--- config.mk ---
export PLATFORM = sky130hd
export DESIGN_NAME = pmpf_cell
export DESIGN_NICKNAME = d
export VERILOG_FILES = /design/src/sv/pmpf_pkg.sv /design/src/sv/pmpf_cell.sv
export SDC_FILE = /design/constraint.sdc
export NUM_CORES = 1
export LEC_CHECK = 0
export BUFFER_PORTS_ARGS = -buffer_cell sky130_fd_sc_hd__buf_2
export CAP_MARGIN = 0
export CORE_AREA = 2 2 308 310
export CTS_CLUSTER_DIAMETER = 50
export DETAILED_ROUTE_END_ITERATION = 10
export DIE_AREA = 0 0 310 312
export GPL_TIMING_DRIVEN = 1
export PLACE_DENSITY = 0.6
export SLEW_MARGIN = 20
export SYNTH_ARGS = -nofsm -noshare
export SYNTH_HDL_FRONTEND = slang
export SYNTH_SLANG_ARGS = --single-unit
--- constraint.sdc ---
create_clock -name clk -period 2.1 [get_ports clk]
set_input_delay 0 -clock clk [delete_from_list [all_inputs] [get_ports clk]]
set_output_delay 0 -clock clk [all_outputs]
set_load 0.1 [all_outputs]
--- src/sv/pmpf_pkg.sv ---
// pmpf_pkg: shared types, codes and helpers for the prefix match packet filter.
// Used by pmpf_cfg_regs, pmpf_cell and prefix_match_packet_filter.
package pmpf_pkg;

	localparam logic [1:0] OP_PACKET   = 2'd0;
	localparam logic [1:0] OP_WR_V4    = 2'd1;
	localparam logic [1:0] OP_WR_V6_HI = 2'd2;
	localparam logic [1:0] OP_WR_V6_LO = 2'd3;

	localparam logic [3:0] VER_V4 = 4'd4;
	localparam logic [3:0] VER_V6 = 4'd6;

	localparam logic [7:0] PREFIX_MAX = 8'd128;

	// register index, taken from paddr[2]
	localparam logic REG_V4_CNT = 1'b0;
	localparam logic REG_V6_CNT = 1'b1;

	localparam int CNT_W  = 4;
	localparam int ADDR_W = 3;

	typedef struct packed {
		logic [CNT_W-1:0] v4_cnt;
		logic [CNT_W-1:0] v6_cnt;
	} cfg_t;

	// one beat travelling down the cell chain
	typedef struct packed {
		logic [1:0]  opcode;
		logic        is_pkt;    // packet of version 4 or 6
		logic        is_v6;
		logic        src_hit;
		logic        dst_hit;
		logic [31:0] uid;
		logic [15:0] length;
		logic        dir;
		logic [63:0] src_high;
		logic [63:0] src_low;
		logic [63:0] dst_high;
		logic [63:0] dst_low;
		logic [2:0]  entry_index;
		logic [63:0] entry_word;
		logic [7:0]  entry_prefix_len;
	} beat_t;

	// leading-ones mask of a 128-bit address, prefix clamped at 128
	function automatic logic [127:0] lead_mask(input logic [7:0] plen);
		logic [7:0] p;
		p = (plen > PREFIX_MAX) ? PREFIX_MAX : plen;
		lead_mask = {128{1'b1}} << (PREFIX_MAX - p);
	endfunction

endpackage

--- src/sv/pmpf_cell.sv ---
// pmpf_cell: one table slot of the chain; holds IPv4 and IPv6 entry IDX,
// updates it from passing write beats and marks hits on passing packets.
// Depends on pmpf_pkg.
module pmpf_cell #(
	parameter int IDX        = 0,
	parameter int V4_ENTRIES = 8,
	parameter int V6_ENTRIES = 8
) (
	input  logic              clk,
	input  logic              arst_n,
	input  logic              en,
	input  pmpf_pkg::cfg_t    cfg,
	input  logic              up_valid,
	input  pmpf_pkg::beat_t   up_beat,
	output logic              dn_valid,
	output pmpf_pkg::beat_t   dn_beat
);
	import pmpf_pkg::*;

	localparam bit HAS_V4 = (IDX < V4_ENTRIES);
	localparam bit HAS_V6 = (IDX < V6_ENTRIES);

	// entry storage, undefined until written
	logic [63:0]  v4_word_q;
	logic [63:0]  v6_hi_q;
	logic [63:0]  v6_lo_q;
	logic [127:0] v6_mask_q;

	logic  idx_hit;
	logic  v4_act, v6_act;
	logic  h4_src, h4_dst, h6_src, h6_dst;
	logic  valid_q;
	beat_t beat_q;
	beat_t beat_nx;

	assign idx_hit = (32'(up_beat.entry_index) == 32'(IDX));
	assign v4_act  = HAS_V4 && (32'(cfg.v4_cnt) > 32'(IDX));
	assign v6_act  = HAS_V6 && (32'(cfg.v6_cnt) > 32'(IDX));

	assign h4_src = v4_act && ((up_beat.src_low[31:0] & v4_word_q[63:32]) == v4_word_q[31:0]);
	assign h4_dst = v4_act && ((up_beat.dst_low[31:0] & v4_word_q[63:32]) == v4_word_q[31:0]);

	assign h6_src = v6_act
		&& (((up_beat.src_high ^ v6_hi_q) & v6_mask_q[127:64]) == '0)
		&& (((up_beat.src_low  ^ v6_lo_q) & v6_mask_q[63:0])   == '0);
	assign h6_dst = v6_act
		&& (((up_beat.dst_high ^ v6_hi_q) & v6_mask_q[127:64]) == '0)
		&& (((up_beat.dst_low  ^ v6_lo_q) & v6_mask_q[63:0])   == '0);

	always_comb begin
		beat_nx = up_beat;
		if (up_beat.is_pkt) begin
			beat_nx.src_hit = up_beat.src_hit | (up_beat.is_v6 ? h6_src : h4_src);
			beat_nx.dst_hit = up_beat.dst_hit | (up_beat.is_v6 ? h6_dst : h4_dst);
		end
	end

	// table writes land when the write beat passes this slot
	always_ff @(posedge clk) begin
		if (en && up_valid && idx_hit) begin
			case (up_beat.opcode)
				OP_WR_V4: begin
					if (HAS_V4) v4_word_q <= up_beat.entry_word;
				end
				OP_WR_V6_HI: begin
					if (HAS_V6) begin
						v6_hi_q   <= up_beat.entry_word;
						v6_mask_q <= lead_mask(up_beat.entry_prefix_len);
					end
				end
				OP_WR_V6_LO: begin
					if (HAS_V6) v6_lo_q <= up_beat.entry_word;
				end
				default: ;
			endcase
		end
	end

	always_ff @(posedge clk or negedge arst_n) begin
		if (!arst_n) begin
			valid_q <= 1'b0;
		end else if (en) begin
			valid_q <= up_valid;
		end
	end

	always_ff @(posedge clk) begin
		if (en) begin
			beat_q <= beat_nx;
		end
	end

	assign dn_valid = valid_q;
	assign dn_beat  = beat_q;

endmodule

# After elaboration in Yosys (flattened, before gate mapping)
# Index checks and enable logic that the tools add are counted.
[word_totals]
elab_cells = 62
input_bits = 398
reg_bits = 707
output_inout_bits = 387
[op_classes]
n_lt_le_gt_ge = 3
add_sub_neg = 1
shift = 1
eq_ne = 5
bitwise = 12
n_reduce_logical = 16
muxes = 4
[ops]
columns = ["cell", "count"]
rows = [
  ["$and 64x64->64", 4],
  ["$logic_not 64->1", 4],
  ["$xor 64x64->64", 4],
  ["$shl 128x8->128 const A", 1],
  ["$and 32x32->32", 2],
  ["$eq 32x32->1", 2],
  ["$gt 4x1->1 const B", 2],
  ["$gt 8x8->1 const B", 1],
  ["$logic_and 1x1->1", 8],
  ["$mux 8", 1],
  ["$sub 8x8->8 const A", 1],
  ["$reduce_and 2->1", 3],
  ["$eq 2x2->1 const B", 2],
  ["$logic_not 3->1", 1],
  ["$eq 2x1->1 const B", 1],
  ["$mux 1", 2],
  ["$mux 2", 1],
  ["$or 1x1->1", 2],
]

# Depth between registers and ports, before layout
[logic_depth]
depth_word = 8
ltp_mapped = 10
ltp_nobuf = 9

# Worst setup path before layout
# OpenSTA, ideal clock, no wires.
[synth_path]
path_type = "input -> register"
start = "in up_beat[73] (netlist name)"
end = "reg v6_hi_q[0], enable pin"
path_slack_ps = -3303
required_ps = 1523
setup_time_ps = 577
stages = 2
arrival_time_ps = 4825
path_buffers = 0
path_cell_list = "nor4_1 and3b_1"
[synth_via]
elab_chain_cells = 3
[synth_lines]
columns = ["element", "line_no", "text"]
rows = [
  ["from (decl)", "pmpf_cell.sv:14", "input pmpf_pkg::beat_t up_beat,"],
  ["$logic_not 3->1", "pmpf_cell.sv:36", "assign idx_hit = (32'(up_beat.entry_index) == 32'(IDX));"],
  ["$logic_and 1x1->1", "pmpf_cell.sv:60", "if (en && up_valid && idx_hit) begin"],
  ["$reduce_and 2->1 (no line)", "n/a", ""],
  ["to (signal assigned)", "pmpf_cell.sv:67", "v6_hi_q <= up_beat.entry_word;"],
  ["to (decl)", "pmpf_cell.sv:25", "logic [63:0] v6_hi_q;"],
]
# No other way between the ends.
# A chain may end at the register's enable or synchronous reset.

==> results.yml <==
setup_path:
  crit_arrival_ns: 2.81
  crit_fanout: 2
  critPathSlowestCell: "or4_4"
  r2r_slack_ns: -0.17
  r2r_cells: 7
  r2r-start: "v6_hi_q[43]"
  crit_top_cell: "or4_4"
  cp-end-kind: "flop"
  path_cells: "xor2_1 > a22oi_1 > buf_4 > nand4_1 > or4_4 > or4_4 > o21ai_2"
  criticalPathCategory: "flop to flop"
  slowest_delay_ns: 0.55
  start_kind: "flop"
  critical_path_required_ns: 2.63
  r2r-end: "dn_beat[381]"
  startpoint: "v6_hi_q[43]"
drt:
  drtIter0Drc: 2188
  routedWlPerCell_microns: 27.9
  firstDrtPassIters: 5
  finalWirelength_microns: 121000
  vias: 20600
  viasPerCell: 4.72
  ant_nets: 0
  drcViolationCount: 0
grt:
  overflow: 0
  grt_usage_pct: 24.2
  grt_pass1_wl_microns: 160000
  grt_pass1_vias: 21100
  grt_max_degree: 144
  antenna_found_initial: 11
power_and_ir_drop:
  powerDensity_nw_per_um2: 995
  ir_worst_vdd_uv: 756
  power_leakage_nw: 16.5
logic_synthesis:
  avgSynthCellArea_sq_um: 17.4
  ys_seq_area_share_pct: 78.4
  syn_nets: 1964
  synth_edf_count: 706
  synthArstFlopShare_pct: 0.141
  synthesis.area_sq_um: 27100
  synth-adder-area-share_pct: 0.277
  yosysMostFrequentCell: "edfxtp_1"
  synth.distinct_cells: 50
  yosys_warnings: 0
  synth_top_area_cell: "edfxtp_1"
  synthTopCellsByArea: "edfxtp_1 78%, xor2_1 10%, a22oi_1 2.9%, nand2_1 1.3%, nand4_1 0.99%"
  synthFlopType: "edfxtp_1"
  synth_top_family_by_area: "XOR/XNOR gates"
  synth_compound_area_share_pct: 6.12
  netlist_instances: 1560
  synth_xor_area_share_pct: 10.4
  synth_top_area_share_pct: 78.3
  ys_ff_latch: 707
  synthTopCellsByCount: "706 x edfxtp_1, 310 x xor2_1, 106 x a22oi_1"
  synthMuxAreaShare_pct: 0
  synthSimpleGateAreaFrac_pct: 4.18
cts:
  insertion_delay_ns: 0.67
  root_buffer: "clkbuf_16"
  cts_made_buffers: 98
  htree_levels: 3
  clkSlewWorstSetupHoldPaths_ns: 0.06
  clock_sinks: 707
  clock_path_buffers: 3
  cts_tree: "yes"
place:
  gp_congestion: 0.965
  dp_hpwl_microns: 92900
  pre_cts_ws_ns: -0.320
  io_buffer_count: 784
hold_path:
  whs_path_depth: 2
  min_to: "dn_beat[361]"
  hold_path.class: "input port to flop"
  hold_start: "up_beat[361]"
run:
  drv_cap: 0
cells_and_area:
  area_growth_pct: 53.9
  drive_above_1_share_pct: 38.5
  fin_nets: 3420
sta:
  worstMarginPinSlew_ns: 0.891
  setup_ws_ns: -0.174
  slew_headroom_pct: 40.6
  finalMaxSlewViolations: 0
  setup_viol: 1
  holdWs_ns: 0.0464
  max_freq_mhz: 440
  skew_ns: 0.0250
  period_share_pct: 108
  fin_crit_ns: 2.27
  hold_viol_final: 0
  rsz0062_at_grt: "true"
floorplan:
  start_util_pct: 29.1
  io_pins: 785
  rows: 112
  die_height_microns: 312
  fp.dieW_microns: 310
  die_area_sq_um: 96700
  core_area_sq_um: 93000
run_status:
  violations: "setup timing"
  status: "finished with violations"
==> logic make-up (layout without fill, tap and decap cells) <==
family	after synthesis	after routing
other	0	6
xor gates and xnor gates	320	320
adders and majority gates	6	6
DFF	707	707
buffers and inverters	40	1578
AOI/OAI and AO/OA	250	250
and+or+nand+nor	237	237
==> where the power goes <==
group | leakage (nW) | internal (W) | switching [W] | total (W)
Sequential | 6.73 | 0.0163 | 0.000201 | 0.0165
Combinational | 8.13 | 0.00167 | 0.00638 | 0.00804
Clock | 1.62 | 0.0101 | 0.00679 | 0.0169
Total | 16.5 | 0.0281 | 0.0134 | 0.0415
==> metal layers <==
metal  global-route usage (%)  wire length (microns)  up-vias  share of wire, %
met3                     4.71                   8710      215               7.2
met2                     41.7                  60300     1077                50
met5                        0                     44        -             0.036
li1                         -                      -     8957                 -
met1                     29.6                  47300    10300                39
met4                     10.2                   4980        6               4.1
==> cell type report <==
class,count,area [sq um]
clock buffer,105,2500
sequential,707,21200
clock inverter,77,835
timing repair buffer,1383,9630
tap,1254,1570
multi-input combinational,813,5840
inverter,13,48.8
antenna,6,15.0
fill,8446,51400
==> worst max-delay path by stage <==
| stage | endpoint | slack [ns] | depth (start not counted) |
|---|---|---|---|
| after detailed placement | dn_beat[381] | -0.32 | 6 |
| after floorplan | v6_hi_q[0] | -0.29 | 2 |
| after global placement | dn_beat[381] | -0.33 | 6 |
| final | dn_beat[381] | -0.17 | 7 |
| after global routing | dn_beat[381] | -0.28 | 7 |
| after CTS | dn_beat[381] | -0.19 | 7 |
==> layout by cell type (no fill, tap or decap), types with 12 or more instances in the layout <==
cell / Yosys / final
buf_4: 1 / 188
inv_6: 0 / 13
o21ai_0: 50 / 43
a22oi_1: 106 / 104
xor2_1: 310 / 310
a21oi_1: 53 / 51
clkinv_2: 0 / 14
nand2_1: 97 / 95
buf_2: 5 / 784
clkinv_1: 1 / 12
dlygate4sd3_1: 0 / 391
buf_12: 0 / 17
clkbuf_16: 0 / 99
clkinv_4: 0 / 12
edfxtp_1: 706 / 706
nand4_1: 43 / 43
nor2_1: 47 / 43
==> worst max-delay path, delay by kind of cell, from the launching register on <==
family          cells  cell delay, ns
simple gates        3            1.07
flops               1            0.39
compound gates      2            0.33
buf+inv             1            0.18
xor+xnor            1            0.16
==> flip-flops by register name, summed over array words and instances, names as in the netlist <==
name       flops
dn_valid       1
v6_hi_q       64
v6_lo_q       64
v4_word_q     64
v6_mask_q    128
dn_beat      386
==> repair_timing <==
action	in CTS	in global routing
setup endpoints to repair	2	58
hold buffers	391	0
pin swaps	10	10
hold endpoints to repair	696	0
cloned	0	1
setup buffers	2	2
gates resized for setup	4	32
==> through the flow <==
| step | instances | TNS [ns] | util, % | power (W) | area (sq um) |
|---|---|---|---|---|---|
| after floorplan | 1560 | -54.92 | - | 0.0218 | 27100 |
| after global placement | 3776 | -2.22 | 36.8 | 0.0242 | 34300 |
| after detailed placement | 3776 | -5.45 | 36.8 | 0.0242 | 34300 |
| after CTS | 4350 | -0.200 | 44.6 | 0.0417 | 41500 |
| after global routing | 4357 | -0.291 | 44.8 | 0.0425 | 41700 |
| final | 4358 | -0.174 | 44.8 | 0.0415 | 41700 |
Note: power is estimated with default switching activity, not from simulation.
