`src/sv/pmpf_pkg.sv`:
```
// pmpf_pkg: shared types, codes and helpers for the prefix match packet filter.
// Used by pmpf_cfg_regs, pmpf_cell and prefix_match_packet_filter.
package pmpf_pkg;

	localparam logic [1:0] OP_PACKET   = 2'd0;
	localparam logic [1:0] OP_WR_V4    = 2'd1;
	localparam logic [1:0] OP_WR_V6_HI = 2'd2;
	localparam logic [1:0] OP_WR_V6_LO = 2'd3;

	localparam logic [3:0] VER_V4 = 4'd4;
	localparam logic [3:0] VER_V6 = 4'd6;

	localparam logic [7:0] PREFIX_MAX = 8'd128;

	// register index, taken from paddr[2]
	localparam logic REG_V4_CNT = 1'b0;
	localparam logic REG_V6_CNT = 1'b1;

	localparam int CNT_W  = 4;
	localparam int ADDR_W = 3;

	typedef struct packed {
		logic [CNT_W-1:0] v4_cnt;
		logic [CNT_W-1:0] v6_cnt;
	} cfg_t;

	// one beat travelling down the cell chain
	typedef struct packed {
		logic [1:0]  opcode;
		logic        is_pkt;    // packet of version 4 or 6
		logic        is_v6;
		logic        src_hit;
		logic        dst_hit;
		logic [31:0] uid;
		logic [15:0] length;
		logic        dir;
		logic [63:0] src_high;
		logic [63:0] src_low;
		logic [63:0] dst_high;
		logic [63:0] dst_low;
		logic [2:0]  entry_index;
		logic [63:0] entry_word;
		logic [7:0]  entry_prefix_len;
	} beat_t;

	// leading-ones mask of a 128-bit address, prefix clamped at 128
	function automatic logic [127:0] lead_mask(input logic [7:0] plen);
		logic [7:0] p;
		p = (plen > PREFIX_MAX) ? PREFIX_MAX : plen;
		lead_mask = {128{1'b1}} << (PREFIX_MAX - p);
	endfunction

endpackage

```
`src/sv/pmpf_cfg_regs.sv`:
```
// pmpf_cfg_regs: APB-style register file holding the entry-in-use counts.
// Depends on pmpf_pkg.
module pmpf_cfg_regs (
	input  logic                         clk,
	input  logic                         arst_n,
	input  logic                         psel,
	input  logic                         penable,
	input  logic                         pwrite,
	input  logic [pmpf_pkg::ADDR_W-1:0]  paddr,
	input  logic [31:0]                  pwdata,
	output logic [31:0]                  prdata,
	output logic                         pready,
	output pmpf_pkg::cfg_t               cfg
);
	import pmpf_pkg::*;

	logic   wr_en;
	cfg_t   cfg_q;

	assign pready = 1'b1;
	assign wr_en  = psel && penable && pwrite;

	always_ff @(posedge clk or negedge arst_n) begin
		if (!arst_n) begin
			cfg_q <= '0;
		end else if (wr_en) begin
			case (paddr[2])
				REG_V4_CNT: cfg_q.v4_cnt <= pwdata[CNT_W-1:0];
				REG_V6_CNT: cfg_q.v6_cnt <= pwdata[CNT_W-1:0];
				default: ;
			endcase
		end
	end

	always_comb begin
		case (paddr[2])
			REG_V4_CNT: prdata = {{(32-CNT_W){1'b0}}, cfg_q.v4_cnt};
			REG_V6_CNT: prdata = {{(32-CNT_W){1'b0}}, cfg_q.v6_cnt};
			default:    prdata = '0;
		endcase
	end

	assign cfg = cfg_q;

endmodule

```
`config.mk`:
```
export PLATFORM = sky130hd
export DESIGN_NAME = pmpf_cfg_regs
export DESIGN_NICKNAME = d
export VERILOG_FILES = /design/src/sv/pmpf_pkg.sv /design/src/sv/pmpf_cfg_regs.sv
export SDC_FILE = /design/constraint.sdc
export NUM_CORES = 1
export LEC_CHECK = 0
export BUFFER_PORTS_ARGS = -buffer_cell sky130_fd_sc_hd__buf_2
export CAP_MARGIN = 10
export CELL_PAD_IN_SITES_DETAIL_PLACEMENT = 0
export CELL_PAD_IN_SITES_GLOBAL_PLACEMENT = 1
export CORE_UTILIZATION = 20
export CTS_BUF_LIST = sky130_fd_sc_hd__clkbuf_8
export CTS_CLUSTER_DIAMETER = 100
export DETAILED_ROUTE_END_ITERATION = 12
export PLACE_DENSITY = 0.84
export SLEW_MARGIN = 20
export SYNTH_ARGS = -nofsm -noshare
export SYNTH_HDL_FRONTEND = slang
export SYNTH_SLANG_ARGS = --single-unit
```
`constraint.sdc`:
```
create_clock -name clk -period 0.9 [get_ports clk]
set_input_delay 0.045 -clock clk [delete_from_list [all_inputs] [get_ports clk]]
set_output_delay 0.045 -clock clk [all_outputs]
set_load 0.1 [all_outputs]
```
Word level (Yosys, flattened, before mapping)
Index checks and enable logic that the tools add are counted.

Flip-flop bits (word level): 8. Output and inout bits: 41. Bits in read-only memories: 0. Memories kept: 0. Input bits: 40. Word-level logic and storage cells: 8. Latch bits: 0. Memory bits (writable): 0.

Shift-type cells: 0. Reductions and logical operators: 4. Multiply operators: 0. Equality and inequality tests: 0. Magnitude comparators: 0. Multiplexer cells: 1. Div/mod/pow operators: 0. $add $sub $neg: 0. Bitwise gates (word level): 1.

Operators by type and width (number): 32-bit one-hot mux with 2 select lines (1); 2-bit AND reduction (2); 1-bit logical AND (2); 1-bit inverter (1).

Longest topological paths before layout
Gate-level depths: netlist of run 1.

Depth after elaboration: 3. Depth in mapped cells: 2.

Least setup slack after synthesis of run 1
OpenSTA, ideal clock, no wires.

Path kind: register -> output. Start: register cfg_q (netlist bit cfg[0]). End: output prdata[0]. Stages on the path, launching flop included: 2. Path buffers: 0. Setup slack: -0.710 ns. Arrival: 1.565 ns. Path through: dfrtp_1 -> mux2_2.

Word-level cells in the longest chain between the ends: 1.

Ends and longest elaborated chain: start, declared (line pmpf_cfg_regs.sv:18) `cfg_t cfg_q;`; 32-bit one-hot mux with 2 select lines (line pmpf_cfg_regs.sv:36) `case (paddr[2])`; end, declared (line pmpf_cfg_regs.sv:11) `output logic [31:0] prdata,`.

Every way passes these cells. The select of a mux whose other input is x is not followed.

Final worst setup path of run 1
Start: register cfg_q (netlist bit cfg[6]). End: output prdata[2].

Same word-level chain as after synthesis.

==> results of run 1 <==
how the worst min path moves through the flow:
| stage | startpoint | to | slack (ns) | cells past startpoint |
|---|---|---|---|---|
| 2_1_floorplan | arst_n | cfg[0] | -0.25 | 0 |
| 3_3_place_gp | arst_n | cfg[4] | -0.10 | 1 |
| 3_5_place_dp | arst_n | cfg[0] | -0.1 | 1 |
| 4_1_cts | pwdata[0] | cfg[0] | 0.07 | 2 |
| 5_1_grt | pwdata[2] | cfg[2] | 0.08 | 2 |
| 6_report | pwdata[3] | cfg[3] | 0.07 | 2 |
placed cells by master (no fill, tap or decap):
cell type                       count
sky130_fd_sc_hd__clkbuf_8           3
sky130_fd_sc_hd__nand4b_4           1
sky130_fd_sc_hd__buf_2              9
sky130_fd_sc_hd__buf_12            12
sky130_fd_sc_hd__dfrtp_4            8
sky130_fd_sc_hd__nand4_2            1
sky130_fd_sc_hd__buf_6              8
sky130_fd_sc_hd__conb_1            29
sky130_fd_sc_hd__buf_4              2
sky130_fd_sc_hd__dlygate4sd3_1      1
sky130_fd_sc_hd__mux2_2             1
sky130_fd_sc_hd__mux2_4            11
what timing repair did:
item                                    4_1_cts  5_1_grt
buffers inserted                              1        5
gates resized for setup                      22        7
endpoints found under the hold margin         8        0
hold buffers                                  1        0
endpoints found under the setup margin       20       20
gates cloned                                  0        0
per-stage QoR:
step                      TNS, ns  utilization
after floorplan             -1.79            -
after global placement      -1.13        0.311
after detailed placement    -1.31        0.311
after CTS                   -3.01        0.362
after global routing        -3.50        0.371
final                       -3.05        0.371
area by class of cell:
type                       instances  share of cell area
sequential                         8               0.223
tap                               31              0.0376
timing repair buffer              32               0.388
multi-input combinational         43               0.312
clock buffer                       3              0.0400
per-layer routing:
metal  vias to the layer above  global-route usage
li1                        183                   -
met1                       202              0.0824
met2                        18               0.158
met3                         0              0.0207
met4                         0              0.0209
met5                         -                   0
logic make-up after synthesis:
logic type / Yosys count / share of synthesized area
muxes: 12 / 0.226
DFF: 8 / 0.335
other: 2 / 0.0126
and+or+nand+nor: 2 / 0.0608
buffers and inverters: 29 / 0.365
worst max-delay path: cells and delay by family, from the launching register on:
| kind | cells | cell delay [ns] |
|---|---|---|
| buf+inv | 1 | 0.17 |
| flops | 1 | 0.47 |
| mux | 1 | 0.29 |
power by group:
part	switching [mW]	internal, mW	total [mW]	leakage, nW
registers	0.0540	0.492	0.546	0.0876
logic	1.71	0.830	2.54	0.427
clock network	0.125	0.288	0.414	0.0216
total	1.89	1.61	3.50	0.536
==> impl_table.tex, run 1 <==
\begin{tabular}{lr}
\hline
Metric & Value \\
\hline
\multicolumn{2}{l}{\textbf{Flow run}} \\
Max-cap viol count & 0 \\
\multicolumn{2}{l}{\textbf{Yosys}} \\
Mapped Cells & 53 \\
Area share of the largest cell type after synthesis & 0.365 \\
Mean instance size in the synthesized netlist & 11.3 sq um \\
Dominant cell by count in the synthesized netlist & sky130\_fd\_sc\_hd\_\_buf\_4 \\
Cells taking the most area after synthesis & sky130\_fd\_sc\_hd\_\_buf\_4, sky130\_fd\_sc\_hd\_\_dfrtp\_1, sky130\_fd\_sc\_hd\_\_mux2\_2 \\
Count of state elements after synthesis & 8 \\
Number of different library cells in the post-synthesis netlist & 6 \\
Yosys Warn Count & 0 \\
Commonest register cell after synthesis & sky130\_fd\_sc\_hd\_\_dfrtp\_1 \\
Mapped cell area & 597 sq um \\
Count of flip-flops with a built-in enable after synthesis & 0 \\
Proportion of synthesized flip-flops having asynchronous set or reset & 1.00 \\
Fraction of the yosys area taken by sequential cells & 0.335 \\
Largest area contributor in the synthesized netlist & sky130\_fd\_sc\_hd\_\_buf\_4 \\
Commonest cells in the synthesized netlist & sky130\_fd\_sc\_hd\_\_buf\_4, sky130\_fd\_sc\_hd\_\_mux2\_2, sky130\_fd\_sc\_hd\_\_dfrtp\_1, sky130\_fd\_sc\_hd\_\_conb\_1 \\
\multicolumn{2}{l}{\textbf{Power and ir drop}} \\
Leak pwr & 0.536 nW \\
Worst supply voltage drop on vdd & 0.00141 V \\
Total Power & 3.50 mW \\
Total power divided by cell area & 3390 mW/mm\^{}2 \\
\multicolumn{2}{l}{\textbf{Floorplanning}} \\
Placeable core region & 0.00278 sq mm \\
Io pins & 81 \\
Total number of placement rows & 19 \\
Width of the chip & 56.6 microns \\
Initial core utilization & 0.215 \\
Die height & 56.6 microns \\
Die area & 0.00321 sq mm \\
\multicolumn{2}{l}{\textbf{Setup path}} \\
Startpoint class of the critical path & register \\
Critical path start-end classification & register to primary output \\
Worst path arrival time & 1.15 ns \\
Peak fanout along the critical path & 2 \\
Worst R2R End & cfg[4] \\
Worst setup path endpoint & prdata[2] \\
Worst Reg-to-Reg Cells & 3 \\
Crit-path slowest cell & sky130\_fd\_sc\_hd\_\_dfrtp\_4 \\
Reg-to-reg critical path startpoint & cfg[4] \\
Data required, critical path & 0.85 ns \\
Critical path's largest stage delay & 0.47 ns \\
Kind of end point of the critical path & primary output \\
Register-to-Register Setup Slack & -0.19 ns \\
Critical path cell sequence & mux2\_4 -> buf\_12 \\
Critical Path Start & cfg[6] \\
\multicolumn{2}{l}{\textbf{Place}} \\
Count of placed standard cells including taps & 111 \\
Half-perimeter wire length after placement & 986 microns \\
Pre-CTS setup slack & -0.167 ns \\
Weighted congestion at the end of routability-driven global placement & 0.686 \\
Placed cell areas & 865 sq um \\
Port Buffers & 21 \\
\multicolumn{2}{l}{\textbf{Finish}} \\
Final Instance Count excl. Fillers & 117 \\
Share of post-route cells with drive strength above 1 & 0.651 \\
Fin nets & 128 \\
Syn-to-layout area delta & 73.0\% \\
Largest register FFs & 8 \\
Number of inserted filler cells in the final layout & 270 \\
Area of all placed cells without fillers & 0.00103 sq mm \\
Register area & 230 sq um \\
Ant. Diodes & 0 \\
Combined area of the multi-input logic cells & 322 sq um \\
\multicolumn{2}{l}{\textbf{Drt}} \\
Total wire length after detailed routing & 1280 microns \\
Total number of vias & 403 \\
Routed metal-1 wire length & 431 microns \\
Detail-routed via count per cell & 3.44 \\
Number of nets still failing antenna checks after routing & 0 \\
First DRT Iteration DRCs & 0 \\
Wirelength per Cell & 10.9 microns \\
Top layer reached by signal wires & met3 \\
DRC violation count after routing & 0 \\
Met3 routed WL & 62 microns \\
Detailed route wirelength on metal2 & 784 microns \\
Iteration count of the initial detailed-routing pass & 1 \\
\multicolumn{2}{l}{\textbf{Timing}} \\
Worst hold slack across all endpoints & 0.0720 ns \\
Number of pins exceeding their max-slew limit in the final report & 0 \\
Worst setup skew after layout & 0 ns \\
Final hold violation count & 0 \\
Worst setup slack after layout & -0.294 ns \\
Unrepaired setup endpoints after global routing & yes \\
Final period utilization & 1.33 \\
Final period demand of the worst path & 1.19 ns \\
Endpoints failing setup & 20 \\
Timing-limited maximum frequency & 837 MHz \\
\multicolumn{2}{l}{\textbf{Clock tree}} \\
Depth of the CTS H-tree & 1 \\
Worst-Skew Late Latency & 0.22 ns \\
Clock tree root buffer cell & sky130\_fd\_sc\_hd\_\_clkbuf\_8 \\
CTS tree & done \\
Maximum clock path buffer count & 2 \\
Register clock-pin slew on the reported worst setup and hold paths & 0.04 ns \\
Number of buffers added by the clock tree synthesis step & 3 \\
CTS sink cnt & 8 \\
\multicolumn{2}{l}{\textbf{Global routing}} \\
Initial antenna violation count & 0 \\
Pin count of the biggest net entering global routing & 9 \\
Overall track demand over capacity in global routing & 0.0804 \\
Vias in the first global route & 427 \\
Global-route wire length before repair & 1980 microns \\
Total congestion overflow & 0 \\
\multicolumn{2}{l}{\textbf{Outcome}} \\
Outcome & finished with violations \\
Violated checks & setup timing \\
\multicolumn{2}{l}{\textbf{Hold path}} \\
Type of the worst min-delay path & primary input to register \\
\hline
\end{tabular}
Power figures use the tool's default switching activity.
==> inputs of run 2 (changes only) <==
--- a/config.mk
+++ b/config.mk
@@ -5,15 +5,16 @@
 export SDC_FILE = /design/constraint.sdc
 export NUM_CORES = 1
 export LEC_CHECK = 0
+export ABC_AREA = 1
 export BUFFER_PORTS_ARGS = -buffer_cell sky130_fd_sc_hd__buf_2
 export CAP_MARGIN = 10
 export CELL_PAD_IN_SITES_DETAIL_PLACEMENT = 0
 export CELL_PAD_IN_SITES_GLOBAL_PLACEMENT = 1
-export CORE_UTILIZATION = 20
+export CORE_UTILIZATION = 19
 export CTS_BUF_LIST = sky130_fd_sc_hd__clkbuf_8
 export CTS_CLUSTER_DIAMETER = 100
 export DETAILED_ROUTE_END_ITERATION = 12
-export PLACE_DENSITY = 0.84
+export PLACE_DENSITY = 0.83
 export SLEW_MARGIN = 20
 export SYNTH_ARGS = -nofsm -noshare
 export SYNTH_HDL_FRONTEND = slang
==> run 2 against run 1 <==
Net effect: the run still ends with setup timing left; synthesized area rose by 4.8%; hold slack improved by 0.0063 ns; global-route usage rose by 0.20 points; fmax rose by 10%; critical path type unchanged.
==> impl_table.tex, run 2 <==
\begin{tabular}{lr}
\hline
Metric & Value \\
\hline
\multicolumn{2}{l}{\textbf{Place}} \\
Placed cell areas & 0.00101 sq mm (+17\%) \\
Pre-CTS setup slack & 0.0387 ns (+0.206 ns) \\
Weighted congestion at the end of routability-driven global placement & 0.654 (-4.6\%) \\
Port Buffers & 21 (unchanged) \\
Half-perimeter wire length after placement & 1130 microns (+15\%) \\
Count of placed standard cells including taps & 146 (+32\%) \\
\multicolumn{2}{l}{\textbf{Timing}} \\
Final period utilization & 1.20 (-0.126) \\
Final hold violation count & 0 (unchanged) \\
Final period demand of the worst path & 1.08 ns (-0.113 ns) \\
Worst setup slack after layout & -0.181 ns (+0.113 ns) \\
Number of pins exceeding their max-slew limit in the final report & 0 (unchanged) \\
Endpoints failing setup & 14 (-30\%) \\
Worst setup skew after layout & 0 ns (unchanged) \\
Setup tns final & -1.68 ns (+1.38 ns) \\
Timing-limited maximum frequency & 925 MHz (+10\%) \\
Unrepaired setup endpoints after global routing & yes \\
\multicolumn{2}{l}{\textbf{Floorplanning}} \\
Die height & 59.4 microns (+4.9\%) \\
Io pins & 81 (unchanged) \\
Width of the chip & 59.4 microns (+4.9\%) \\
Die area & 0.00353 sq mm (+10\%) \\
Initial core utilization & 0.203 (-0.0113) \\
Placeable core region & 0.00308 sq mm (+11\%) \\
Total number of placement rows & 20 (+1) \\
\multicolumn{2}{l}{\textbf{Clock tree}} \\
Worst-Skew Late Latency & 0.22 ns (about the same) \\
Register clock-pin slew on the reported worst setup and hold paths & 0.04 ns (about the same) \\
Depth of the CTS H-tree & 1 (unchanged) \\
Clock tree root buffer cell & sky130\_fd\_sc\_hd\_\_clkbuf\_8 \\
CTS sink cnt & 8 (unchanged) \\
Maximum clock path buffer count & 2 (unchanged) \\
Number of buffers added by the clock tree synthesis step & 3 (unchanged) \\
CTS tree & done \\
\multicolumn{2}{l}{\textbf{Drt}} \\
Number of nets still failing antenna checks after routing & 0 (unchanged) \\
DRC violation count after routing & 0 (unchanged) \\
First DRT Iteration DRCs & 8 (+8) \\
Detail-routed via count per cell & 3.42 (-0.81\%) \\
Total number of vias & 533 (+32\%) \\
Total wire length after detailed routing & 1360 microns (+6.0\%) \\
Wirelength per Cell & 8.69 microns (-20\%) \\
Iteration count of the initial detailed-routing pass & 4 (+3) \\
\multicolumn{2}{l}{\textbf{Setup path}} \\
Data required, critical path & 0.85 ns (about the same) \\
Peak fanout along the critical path & 3 (+1) \\
Startpoint class of the critical path & register \\
Crit-path slowest cell & sky130\_fd\_sc\_hd\_\_dfrtp\_4 \\
Critical path start-end classification & register to primary output \\
Critical path's largest stage delay & 0.49 ns (+0.02 ns) \\
Critical path cell sequence & nand2\_4 -> nand2\_8 -> buf\_12 \\
Worst path arrival time & 1.04 ns (-0.11 ns) \\
Crit path buf inv count & 1 (unchanged) \\
Cell family contributing the most delay on the critical path & flip-flops \\
Kind of end point of the critical path & primary output \\
\multicolumn{2}{l}{\textbf{Flow run}} \\
Max-cap viol count & 0 (unchanged) \\
\multicolumn{2}{l}{\textbf{Yosys}} \\
Post-Synth XOR/XNOR Area & 0 (unchanged) \\
Commonest register cell after synthesis & sky130\_fd\_sc\_hd\_\_dfrtp\_1 \\
Largest area contributor in the synthesized netlist & sky130\_fd\_sc\_hd\_\_buf\_4 \\
Area fraction in compound gates after synthesis & 0 (unchanged) \\
Multiplexer share of the synthesized area & 0 (-0.226) \\
Mapped Cells & 82 (+55\%) \\
Proportion of synthesized flip-flops having asynchronous set or reset & 1.00 (unchanged) \\
Commonest cells in the synthesized netlist & sky130\_fd\_sc\_hd\_\_buf\_4, sky130\_fd\_sc\_hd\_\_nand2\_1, sky130\_fd\_sc\_hd\_\_dfrtp\_1, sky130\_fd\_sc\_hd\_\_nand3\_1, sky130\_fd\_sc\_hd\_\_conb\_1 \\
Count of state elements after synthesis & 8 (unchanged) \\
Mapped cell area & 626 sq um (+4.8\%) \\
Mean instance size in the synthesized netlist & 7.63 sq um (-32\%) \\
Adder-cell share of the synthesized area & 0 (unchanged) \\
Area share of and/or/nand/nor cells after synthesis & 0.286 (+0.225) \\
Count of flip-flops with a built-in enable after synthesis & 0 (unchanged) \\
Yosys Warn Count & 0 (unchanged) \\
Area share of the largest cell type after synthesis & 0.348 (-0.0168) \\
Cells taking the most area after synthesis & sky130\_fd\_sc\_hd\_\_buf\_4, sky130\_fd\_sc\_hd\_\_dfrtp\_1, sky130\_fd\_sc\_hd\_\_nand2\_1 \\
Main combinational cell family by area after synthesis & buffers and inverters \\
Number of different library cells in the post-synthesis netlist & 11 (+5) \\
Fraction of the yosys area taken by sequential cells & 0.320 (-0.0154) \\
\multicolumn{2}{l}{\textbf{Power and ir drop}} \\
Sequential Power Share & 0.187 (+0.031) \\
Leak pwr & 0.586 nW (+9.3\%) \\
Total power divided by cell area & 2780 mW/mm\^{}2 (-18\%) \\
Combinational share of power & 0.681 (-0.044) \\
Power share of the clock group & 0.132 (+0.014) \\
Internal power of the cells & 1.41 mW (-13\%) \\
Total Power & 3.19 mW (-8.8\%) \\
Net switching power figure & 1.78 mW (-5.4\%) \\
Worst supply voltage drop on vdd & 0.000624 V (-56\%) \\
Sw frac & 0.559 (+0.0201) \\
\multicolumn{2}{l}{\textbf{Finish}} \\
Final Instance Count excl. Fillers & 156 (+33\%) \\
Syn-to-layout area delta & 83.2\% \\
Largest register FFs & 8 (unchanged) \\
Most common cell after layout, fill and taps aside & sky130\_fd\_sc\_hd\_\_conb\_1 \\
Ant. Diodes & 0 (unchanged) \\
Share of post-route cells with drive strength above 1 & 0.500 (-0.151) \\
Area of all placed cells without fillers & 0.00115 sq mm (+11\%) \\
Highest-count cells in the layout ignoring fill and taps & sky130\_fd\_sc\_hd\_\_conb\_1, sky130\_fd\_sc\_hd\_\_nand2\_1, sky130\_fd\_sc\_hd\_\_buf\_12 \\
Fin nets & 154 (+20\%) \\
\multicolumn{2}{l}{\textbf{Global routing}} \\
Initial antenna violation count & 0 (unchanged) \\
Pin count of the biggest net entering global routing & 10 (+1) \\
Global-route wire length before repair & 2140 microns (+8.0\%) \\
Total congestion overflow & 0 (unchanged) \\
Vias in the first global route & 454 (+6.3\%) \\
Overall track demand over capacity in global routing & 0.0824 (+0.00197) \\
\multicolumn{2}{l}{\textbf{Outcome}} \\
Violated checks & setup timing \\
Outcome & finished with violations \\
\multicolumn{2}{l}{\textbf{Hold path}} \\
Type of the worst min-delay path & primary input to register \\
\hline
\end{tabular}
[run 2: layout make-up]
cell class | instances | area (sq um)
clock buffer | 3 | 41.3
fill | 311 | 1930
inverter | 2 | 10.0
multi-input combinational | 69 | 413
sequential | 8 | 230
tap | 44 | 55.1
timing repair buffer | 30 | 397
[run 2: logic make-up (layout without fill, tap and decap cells)]
group	Yosys count	count (layout)
buffers and inverters	32	35
flip-flops	8	8
other	2	29
AND/OR/NAND/NOR	40	40
[run 2: per-stage QoR]
| stage | util | hold slack [ns] |
|---|---|---|
| floorplan | - | -0.251 |
| global placement | 0.328 | -0.115 |
| detailed placement | 0.328 | -0.107 |
| CTS | 0.357 | 0.0760 |
| global route | 0.372 | 0.0883 |
| finish | 0.372 | 0.0783 |
[run 2: power groups by stage]
stage,Sequential [mW],Clock (mW),Combinational (mW)
2_1_floorplan,1.07,0,1.10
3_3_place_gp,0.613,0,1.99
3_5_place_dp,0.618,0,2.01
4_1_cts,0.603,0.432,2.09
5_1_grt,0.606,0.451,2.24
6_report,0.595,0.421,2.17
[run 2: worst paths after layout]
check / startpoint / endpoint / slack (ns) / depth (start not counted)
worst max-delay path: cfg[2] / prdata[2] / -0.18 / 3
worst min-delay path: pwdata[3] / cfg[7] / 0.08 / 3
worst max register to register: cfg[3] / cfg[3] / -0.08 / 4
worst min register to register: cfg[2] / cfg[2] / 0.57 / 2
max in group asynchronous: arst_n / cfg[5] / 0.51 / 2
min in group asynchronous: arst_n / cfg[4] / 0.20 / 2
[run 2: worst register-to-register path, stage by stage (launching register included)]
cell                      delay [ns]
sky130_fd_sc_hd__dfrtp_4        0.50
sky130_fd_sc_hd__buf_12         0.14
sky130_fd_sc_hd__buf_4          0.12
sky130_fd_sc_hd__nand2_1        0.06
sky130_fd_sc_hd__nand2_1        0.06
[run 2: timing repair]
action,4_1_cts,5_1_grt
pin swaps,7,4
buffers inserted,2,4
resized for setup,0,1
endpoints found under the setup margin,12,12
endpoints found under the hold margin,8,0
hold buffers,1,0
[run 2: metal layers]
| metal | up-vias | track usage | wire [microns] |
|---|---|---|---|
| met2 | 29 | 0.132 | 716 |
| li1 | 257 | - | - |
| met3 | 0 | 0.0240 | 120 |
| met1 | 247 | 0.101 | 518 |
| met5 | - | 0 | 0 |
| met4 | 0 | 0.0408 | 0 |
